==> src/rtl/core/sdt_pkg.sv <==
package sdt_pkg;

    localparam int COORD_BITS   = 12;
    localparam int CORDIC_ITERS = 16;

    // The angle table has 24 entries, so longer runs are capped there.
    localparam int ANG_TABLE_LEN = 24;
    localparam int ITER_N = (CORDIC_ITERS > ANG_TABLE_LEN) ? ANG_TABLE_LEN : CORDIC_ITERS;
    localparam int ITER_W = $clog2(ITER_N);

    localparam int VEC_SCALE = 24;
    localparam int VEC_W     = COORD_BITS + VEC_SCALE + 4;
    localparam int Z_W       = 32;
    localparam int FINE_BITS = 16;
    localparam int A_W       = 30;
    localparam int FULL_W    = 33;

    localparam int DIR_W  = 16;
    localparam int TURN_W = 15;

    localparam int S_TDATA_W = ((2 * COORD_BITS + 7) / 8) * 8;
    localparam int M_TDATA_W = ((DIR_W + TURN_W + 7) / 8) * 8;
    localparam int M_TUSER_W = 2;

    localparam logic [DIR_W-1:0] DIR_QUARTER = DIR_W'(9000);
    localparam logic [DIR_W-1:0] DIR_HALF    = DIR_W'(18000);
    localparam logic [DIR_W-1:0] DIR_THREE_Q = DIR_W'(27000);
    localparam logic [DIR_W-1:0] DIR_FULL    = DIR_W'(36000);

    localparam logic signed [Z_W-1:0]  Z_MAX       = Z_W'(64'd9000 << FINE_BITS);
    localparam logic [FULL_W-1:0]      HALF_FINE   = FULL_W'(64'd18000 << FINE_BITS);
    localparam logic [FULL_W-1:0]      FULL_FINE   = FULL_W'(64'd36000 << FINE_BITS);

    // atan(2^-i) in units of 1/65536 centidegree, rounded to nearest.
    localparam logic signed [Z_W-1:0] ANG_STEP [0:ANG_TABLE_LEN-1] = '{
        32'sd294912000, 32'sd174096719, 32'sd91987925, 32'sd46694507,
        32'sd23437865,  32'sd11730358,  32'sd5866610,  32'sd2933484,
        32'sd1466765,   32'sd733385,    32'sd366693,   32'sd183347,
        32'sd91673,     32'sd45837,     32'sd22918,    32'sd11459,
        32'sd5730,      32'sd2865,      32'sd1432,     32'sd716,
        32'sd358,       32'sd179,       32'sd90,       32'sd45
    };

    typedef struct packed {
        logic load;
        logic step;
        logic map;
        logic finish;
    } sdt_cmd_t;

    typedef struct packed {
        logic last_iter;
    } sdt_status_t;

endpackage

==> src/rtl/core/sdt_ctrl.sv <==
module sdt_ctrl
    import sdt_pkg::*;
(
    input  logic        clk,
    input  logic        rst_n,
    input  logic        s_tvalid,
    output logic        s_tready,
    input  logic        m_tready,
    output logic        m_tvalid,
    input  sdt_status_t status,
    output sdt_cmd_t    cmd
);

    localparam logic [1:0] ST_IDLE = 2'd0;
    localparam logic [1:0] ST_ITER = 2'd1;
    localparam logic [1:0] ST_MAP  = 2'd2;
    localparam logic [1:0] ST_DONE = 2'd3;

    logic [1:0] state_reg;
    logic [1:0] state_next;
    logic       out_valid_reg;
    logic       out_valid_next;
    logic       out_free;

    // The output register frees up in the same cycle its request is taken.
    assign out_free = !out_valid_reg || m_tready;

    always_comb
    begin
        state_next     = state_reg;
        out_valid_next = out_valid_reg && !m_tready;
        cmd            = '0;
        case (state_reg)
            ST_IDLE:
            begin
                if (s_tvalid)
                begin
                    cmd.load   = 1'b1;
                    state_next = ST_ITER;
                end
            end
            ST_ITER:
            begin
                cmd.step = 1'b1;
                if (status.last_iter)
                begin
                    state_next = ST_MAP;
                end
            end
            ST_MAP:
            begin
                cmd.map    = 1'b1;
                state_next = ST_DONE;
            end
            ST_DONE:
            begin
                if (out_free)
                begin
                    cmd.finish     = 1'b1;
                    out_valid_next = 1'b1;
                    state_next     = ST_IDLE;
                end
            end
            default:
            begin
                state_next = ST_IDLE;
            end
        endcase
    end

    always_ff @(posedge clk or negedge rst_n)
    begin
        if (!rst_n)
        begin
            state_reg     <= ST_IDLE;
            out_valid_reg <= 1'b0;
        end
        else
        begin
            state_reg     <= state_next;
            out_valid_reg <= out_valid_next;
        end
    end

    assign s_tready = (state_reg == ST_IDLE);
    assign m_tvalid = out_valid_reg;

endmodule

==> src/rtl/core/sdt_datapath.sv <==
module sdt_datapath
    import sdt_pkg::*;
(
    input  logic                  clk,
    input  logic                  rst_n,
    input  logic [COORD_BITS-1:0] x_coord,
    input  logic [COORD_BITS-1:0] y_coord,
    input  logic                  stroke_start,
    input  sdt_cmd_t              cmd,
    output sdt_status_t           status,
    output logic [DIR_W-1:0]      direction,
    output logic                  direction_valid,
    output logic [TURN_W-1:0]     turn_amount,
    output logic                  turn_valid
);

    // History, cleared by reset.
    logic [COORD_BITS-1:0] prev_x_reg;
    logic [COORD_BITS-1:0] prev_y_reg;
    logic [DIR_W-1:0]      prev_dir_reg;
    logic                  have_point_reg;
    logic                  have_dir_reg;

    // Working registers of the request in flight.
    logic [COORD_BITS-1:0] x_reg;
    logic [COORD_BITS-1:0] y_reg;
    logic                  start_reg;
    logic                  dx_neg_reg;
    logic                  dx_zero_reg;
    logic                  dy_neg_reg;
    logic                  dy_zero_reg;
    logic signed [VEC_W-1:0] cx_reg;
    logic signed [VEC_W-1:0] cy_reg;
    logic signed [Z_W-1:0]   cz_reg;
    logic [ITER_W-1:0]       iter_reg;
    logic [DIR_W-1:0]        dir_reg;

    // Output register.
    logic [DIR_W-1:0]  out_dir_reg;
    logic              out_dvalid_reg;
    logic [TURN_W-1:0] out_turn_reg;
    logic              out_tvalid_reg;

    logic signed [COORD_BITS:0] dx;
    logic signed [COORD_BITS:0] dy;
    logic signed [COORD_BITS:0] adx;
    logic signed [COORD_BITS:0] ady;
    logic signed [VEC_W-1:0]    xs;
    logic signed [VEC_W-1:0]    ys;
    logic signed [Z_W-1:0]      ang;
    logic [A_W-1:0]             a_clamp;
    logic [FULL_W-1:0]          full;
    logic [FULL_W-FINE_BITS-1:0] d_wide;
    logic [DIR_W-1:0]           dir_cordic;
    logic [DIR_W-1:0]           dir_sel;
    logic                       hp;
    logic                       hd;
    logic [DIR_W-1:0]           diff;
    logic [DIR_W-1:0]           turn_wrap;

    assign hp = have_point_reg && !start_reg;
    assign hd = have_dir_reg && !start_reg;

    assign dx  = $signed({1'b0, x_coord}) - $signed({1'b0, prev_x_reg});
    assign dy  = $signed({1'b0, y_coord}) - $signed({1'b0, prev_y_reg});
    assign adx = dx[COORD_BITS] ? -dx : dx;
    assign ady = dy[COORD_BITS] ? -dy : dy;

    // Arithmetic shifts round toward minus infinity.
    assign xs  = cx_reg >>> iter_reg;
    assign ys  = cy_reg >>> iter_reg;
    assign ang = ANG_STEP[iter_reg];

    assign status.last_iter = (iter_reg == ITER_W'(ITER_N - 1));

    always_comb
    begin
        if (cz_reg < 0)
        begin
            a_clamp = '0;
        end
        else if (cz_reg > Z_MAX)
        begin
            a_clamp = A_W'(Z_MAX);
        end
        else
        begin
            a_clamp = A_W'(cz_reg);
        end

        if (!dx_neg_reg && !dy_neg_reg)
        begin
            full = FULL_W'(a_clamp);
        end
        else if (dx_neg_reg && !dy_neg_reg)
        begin
            full = HALF_FINE - FULL_W'(a_clamp);
        end
        else if (dx_neg_reg)
        begin
            full = HALF_FINE + FULL_W'(a_clamp);
        end
        else
        begin
            full = FULL_FINE - FULL_W'(a_clamp);
        end

        d_wide = full[FULL_W-1:FINE_BITS];
        if (d_wide >= (FULL_W - FINE_BITS)'(DIR_FULL))
        begin
            dir_cordic = '0;
        end
        else
        begin
            dir_cordic = DIR_W'(d_wide);
        end

        // Steps along an axis are exact; a zero step gives zero.
        if (!hp)
        begin
            dir_sel = '0;
        end
        else if (dy_zero_reg)
        begin
            dir_sel = dx_neg_reg ? DIR_HALF : '0;
        end
        else if (dx_zero_reg)
        begin
            dir_sel = dy_neg_reg ? DIR_THREE_Q : DIR_QUARTER;
        end
        else
        begin
            dir_sel = dir_cordic;
        end
    end

    always_comb
    begin
        diff = (dir_reg > prev_dir_reg) ? dir_reg - prev_dir_reg : prev_dir_reg - dir_reg;
        if (diff > DIR_HALF)
        begin
            turn_wrap = DIR_FULL - diff;
        end
        else
        begin
            turn_wrap = diff;
        end
    end

    always_ff @(posedge clk)
    begin
        if (cmd.load)
        begin
            x_reg       <= x_coord;
            y_reg       <= y_coord;
            start_reg   <= stroke_start;
            dx_neg_reg  <= dx[COORD_BITS];
            dx_zero_reg <= (dx == '0);
            dy_neg_reg  <= dy[COORD_BITS];
            dy_zero_reg <= (dy == '0);
            cx_reg      <= $signed(VEC_W'(adx[COORD_BITS-1:0])) <<< VEC_SCALE;
            cy_reg      <= $signed(VEC_W'(ady[COORD_BITS-1:0])) <<< VEC_SCALE;
            cz_reg      <= '0;
            iter_reg    <= '0;
        end
        else if (cmd.step)
        begin
            if (cy_reg > 0)
            begin
                cx_reg <= cx_reg + ys;
                cy_reg <= cy_reg - xs;
                cz_reg <= cz_reg + ang;
            end
            else
            begin
                cx_reg <= cx_reg - ys;
                cy_reg <= cy_reg + xs;
                cz_reg <= cz_reg - ang;
            end
            iter_reg <= iter_reg + 1'b1;
        end

        if (cmd.map)
        begin
            dir_reg <= dir_sel;
        end

        if (cmd.finish)
        begin
            out_dir_reg    <= dir_reg;
            out_dvalid_reg <= hp;
            out_turn_reg   <= (hp && hd) ? TURN_W'(turn_wrap) : '0;
            out_tvalid_reg <= hp && hd;
        end
    end

    always_ff @(posedge clk or negedge rst_n)
    begin
        if (!rst_n)
        begin
            prev_x_reg     <= '0;
            prev_y_reg     <= '0;
            prev_dir_reg   <= '0;
            have_point_reg <= 1'b0;
            have_dir_reg   <= 1'b0;
        end
        else if (cmd.finish)
        begin
            prev_x_reg     <= x_reg;
            prev_y_reg     <= y_reg;
            have_point_reg <= 1'b1;
            if (hp)
            begin
                prev_dir_reg <= dir_reg;
                have_dir_reg <= 1'b1;
            end
            else if (start_reg)
            begin
                have_dir_reg <= 1'b0;
            end
        end
    end

    assign direction       = out_dir_reg;
    assign direction_valid = out_dvalid_reg;
    assign turn_amount     = out_turn_reg;
    assign turn_valid      = out_tvalid_reg;

endmodule

==> src/rtl/core/stroke_direction_tracker.sv <==
// One point per request, and only one point at a time: s_tready is high only in the idle
// state, so the iterative CORDIC loop finishes a point before the next is taken.
// A result shows on m_tvalid in the same cycle that s_tready returns, so the next point
// runs while the result waits; it is held at the end until the output register is free.
// rst_n is asynchronous and active low; it clears the controller, the output
// valid and the stroke history.
module stroke_direction_tracker
    import sdt_pkg::*;
(
    input  logic                 clk,
    input  logic                 rst_n,
    input  logic                 s_tvalid,
    output logic                 s_tready,
    input  logic [S_TDATA_W-1:0] s_tdata,  // x_coord, y_coord, zero fill
    input  logic                 s_tuser,  // stroke_start
    output logic                 m_tvalid,
    input  logic                 m_tready,
    output logic [M_TDATA_W-1:0] m_tdata,  // direction, turn_amount, zero fill
    output logic [M_TUSER_W-1:0] m_tuser   // direction_valid, turn_valid
);

    sdt_cmd_t          cmd;
    sdt_status_t       status;
    logic [DIR_W-1:0]  direction;
    logic              direction_valid;
    logic [TURN_W-1:0] turn_amount;
    logic              turn_valid;

    sdt_ctrl u_ctrl (
        .clk      (clk),
        .rst_n    (rst_n),
        .s_tvalid (s_tvalid),
        .s_tready (s_tready),
        .m_tready (m_tready),
        .m_tvalid (m_tvalid),
        .status   (status),
        .cmd      (cmd)
    );

    sdt_datapath u_datapath (
        .clk             (clk),
        .rst_n           (rst_n),
        .x_coord         (s_tdata[COORD_BITS-1:0]),
        .y_coord         (s_tdata[2*COORD_BITS-1:COORD_BITS]),
        .stroke_start    (s_tuser),
        .cmd             (cmd),
        .status          (status),
        .direction       (direction),
        .direction_valid (direction_valid),
        .turn_amount     (turn_amount),
        .turn_valid      (turn_valid)
    );

    assign m_tdata = M_TDATA_W'({turn_amount, direction});
    assign m_tuser = {turn_valid, direction_valid};

endmodule

==> config.mk <==
export PLATFORM = sky130hd
export DESIGN_NAME = stroke_direction_tracker
export DESIGN_NICKNAME = d
export VERILOG_FILES = /design/src/rtl/core/sdt_pkg.sv /design/src/rtl/core/sdt_ctrl.sv /design/src/rtl/core/sdt_datapath.sv /design/src/rtl/core/stroke_direction_tracker.sv
export SDC_FILE = /design/constraint.sdc
export NUM_CORES = 1
export LEC_CHECK = 0
export ABC_AREA = 1
export BUFFER_PORTS_ARGS = -buffer_cell sky130_fd_sc_hd__buf_4
export CAP_MARGIN = 5
export CORE_UTILIZATION = 60
export CTS_CLUSTER_DIAMETER = 40
export DETAILED_ROUTE_END_ITERATION = 7
export HOLD_SLACK_MARGIN = 0.15
export PLACE_DENSITY = 0.84
export SLEW_MARGIN = 5
export SYNTH_ARGS = -nofsm -noshare
export SYNTH_HDL_FRONTEND = slang
export SYNTH_SLANG_ARGS = --single-unit
export TNS_END_PERCENT = 30
==> constraint.sdc <==
create_clock -name clk -period 5.5 [get_ports clk]
set_clock_uncertainty 0.1 [all_clocks]
set_input_delay 1.1 -clock clk [delete_from_list [all_inputs] [get_ports clk]]
set_output_delay 1.1 -clock clk [all_outputs]
set_load 0.01 [all_outputs]
==> summary.txt <==
Global route
  – Initial antenna violation count: 0
  – Gr usage total: 34.7%
  – First-pass GRT wire length: 120000 um
  – Pin count of the biggest net entering global routing: 81
  – Grt total ovfl: 0
  – Vias in the first global route: 24300

Yosys
  – Library cells used by synthesis: 69
  – Synthesized flop and latch total: 239
  – Leading area contributor after synthesis: nand2_1
  – Post-synth EDFFs: 102
  – Syn avg cell area: 6.60 sq um
  – Asr flop ratio synth: 18.8%
  – Yosys warning count: 0
  – Synth top area share: 13.2%
  – Synthesized area: 25200 sq um
  – Cells after Synth: 3823
  – Area contributors post-synth: nand2_1 (13%), edfxtp_1 (12%), ha_1 (9.3%)
  – Top_reg_cell synth: edfxtp_1
  – Sequential fraction of the synthesis area: 23.9%
  – Mapped Nets: 4046

Route
  – Routed vias/inst: slightly below 6
  – DRC: 0
  – Drt total wl: 75900 um
  – Routed Antenna Nets: 0
  – WL/cell: approximately 17 um
  – Via count: approximately 26000
  – DRT Pass-1 Iters: 8
  – DR iter-0 viols: 2784

Setup path
  – Crit Path Max Fanout: 15
  – Type of origin of the critical path: flip-flop
  – CP Data Arrival Time: 5670 ps
  – FF-to-FF End: u_datapath.cx_reg[39]
  – Crit Reg-Reg Startpoint: u_datapath.iter_reg[0]
  – R2r worst-path depth: 36
  – Critical path class: flip-flop to flip-flop
  – Worst setup EP type: flip-flop
  – Crit path top cell by count: nand2_1
  – Crit-path max cell delay: 370 ps
  – FF-to-FF setup slack: around 220 ps
  – CP max stage cell: dfxtp_4
  – CP required: 5880 ps

Floorplanning
  – Core ar.: between 40000 and 50000 sq um
  – DIE AREA: 42800 sq um
  – Die height: about 210 um
  – Die Wd: 207 um
  – Site Rows: 74
  – IO Pins: 65
  – Initial Util: 61.3%

Timing
  – Max Freq: 0.189 GHz
  – Unrepaired setup endpoints after global routing: true
  – Slew headroom: 34.4%
  – Fin. Hold Viols: 0
  – Final WS setup: 215 ps
  – Crit share post-route: 96.1%
  – Final period demand of the worst path: 5280 ps
  – Worst-Margin Slew: 984 ps
  – Slew Limit Fails: 0
  – Final setup fails: 0

Run status
  – Outcome: finished, final reports clean

CTS
  – Htree depth: 2
  – CTS max path bufs: 3
  – Root buf cell: clkbuf_16
  – CTS tree: yes
  – Clock Sinks: between 200 and 250
  – Num CTS Buffers: 44
  – Hold-fix buffer count after cts: 0
  – Skew-Pair Late Insertion Delay: 590 ps
  – Reg clk slew, reported paths: 60 ps

Final layout
  – Core Util, Final: 68.4%
  – Most frequent cells in the layout: nand2_1 (881), inv_1 (488), o21ai_0 (366)
  – Share of layout cells above drive strength 1: 9.06%
  – Commonest non-fill, non-tap cell in the layout: nand2_1
  – ANT cells: 0
  – Area growth, synth to finish: 11.5%
  – Nets: 4093

Place
  – Number of port buffers: between 60 and 70
  – GP Congestion: around 1
  – DP HPWL: 56700 um
  – Setup WS pre-CTS: 7.96 ps

Worst hold path
  – Worst hold path stage count: 2
  – Worst min path class: flip-flop to flip-flop
  – Worst Hold End: u_datapath.prev_x_reg[0]
  – HP Start: u_datapath.x_reg[0]

Job
  – Max cap viols: 0
area by class of cell:
| cell class | count | area, sq um |
|---|---|---|
| flip-flops and latches | 239 | 6040 |
| clock buffers | 47 | 1140 |
| well taps | 532 | 666 |
| multi-input cells | 2952 | 16900 |
| clock inverters | 35 | 389 |
| inverters | 504 | 1900 |
| repair buffers | 129 | 1050 |
| fillers | 3611 | 13000 |
synthesized netlist by cell type (4+ instances only):
cell,number
a21o_1,7
nand3_1,168
o21a_1,23
o22ai_1,64
dfxtp_1,92
nand4_1,38
buf_4,9
o32ai_1,7
a21oi_2,5
fa_1,7
nor2_4,7
a31oi_1,19
a21oi_1,274
nor3_1,62
dfrtp_1,45
o31ai_1,13
o21ai_2,7
and2_1,4
o2111ai_1,7
nor4_1,20
nor2_1,331
buf_6,16
nand2_1,887
nor2_2,10
buf_1,13
inv_2,10
buf_2,34
o21bai_1,27
o21ai_1,38
ha_1,187
inv_1,490
xnor2_1,68
clkbuf_1,55
nand2_2,12
or2_1,4
o211ai_1,23
or2_2,15
edfxtp_1,102
mux2i_1,55
a21boi_0,4
xor2_1,140
o21ai_0,383
logic make-up after synthesis:
group	Yosys count	share of synthesized area, %
xor+xnor	208	7.23
other cells	1	0.0149
flops	239	23.9
mux	55	2.18
simple gates	1572	26.1
buf+inv	632	10.2
compound gates	922	20.5
fa+ha+maj	194	9.84
routing by layer:
layer	track usage [%]	vias to the layer above	part of all wire [%]
li1	-	12900	-
met1	45.3	11900	43
met2	56.5	1072	46
met3	5.20	233	7.4
met4	16.0	0	4.4
met5	0	-	0
how the worst max path moves through the flow:
stage,end,depth (start not counted),from
after floorplan,u_datapath.cx_reg[34],31,u_datapath.iter_reg[0]
after global placement,u_datapath.cy_reg[29],26,u_datapath.iter_reg[0]
after detailed placement,u_datapath.cx_reg[34],27,u_datapath.iter_reg[0]
after CTS,u_datapath.cx_reg[34],27,u_datapath.iter_reg[0]
after global routing,u_datapath.cx_reg[39],36,u_datapath.iter_reg[0]
final,u_datapath.cx_reg[39],36,u_datapath.iter_reg[0]
critical path: cells and delay by family (launching register included):
kind	cells	cell delay [ps]
flip-flops	1	370
AO/OA/AOI/OAI	6	830
adder cells (fa/ha/maj)	1	310
buffers and inverters	3	410
multiplexers	1	220
AND/OR/NAND/NOR	25	2930
per-stage QoR:
| step | hold WS (ps) | TNS (ps) | cell area (sq um) | cells |
|---|---|---|---|---|
| 5_1_grt | 369 | -572 | 28100 | 4438 |
| 3_3_place_gp | 321 | 0 | 26100 | 4341 |
| 4_1_cts | 356 | 0 | 27700 | 4423 |
| 6_report | 353 | 0 | 28100 | 4438 |
| 2_1_floorplan | 318 | 0 | 25200 | 3823 |
| 3_5_place_dp | 332 | 0 | 26100 | 4341 |
repair_timing:
action	in CTS	in global routing
setup endpoints to repair	0	39
gates resized for setup	0	90
buffers inserted	0	15
Power is left out: the tool's default activity adds up to more than one toggle a clock period on the data nets, which glitch-free logic cannot reach.
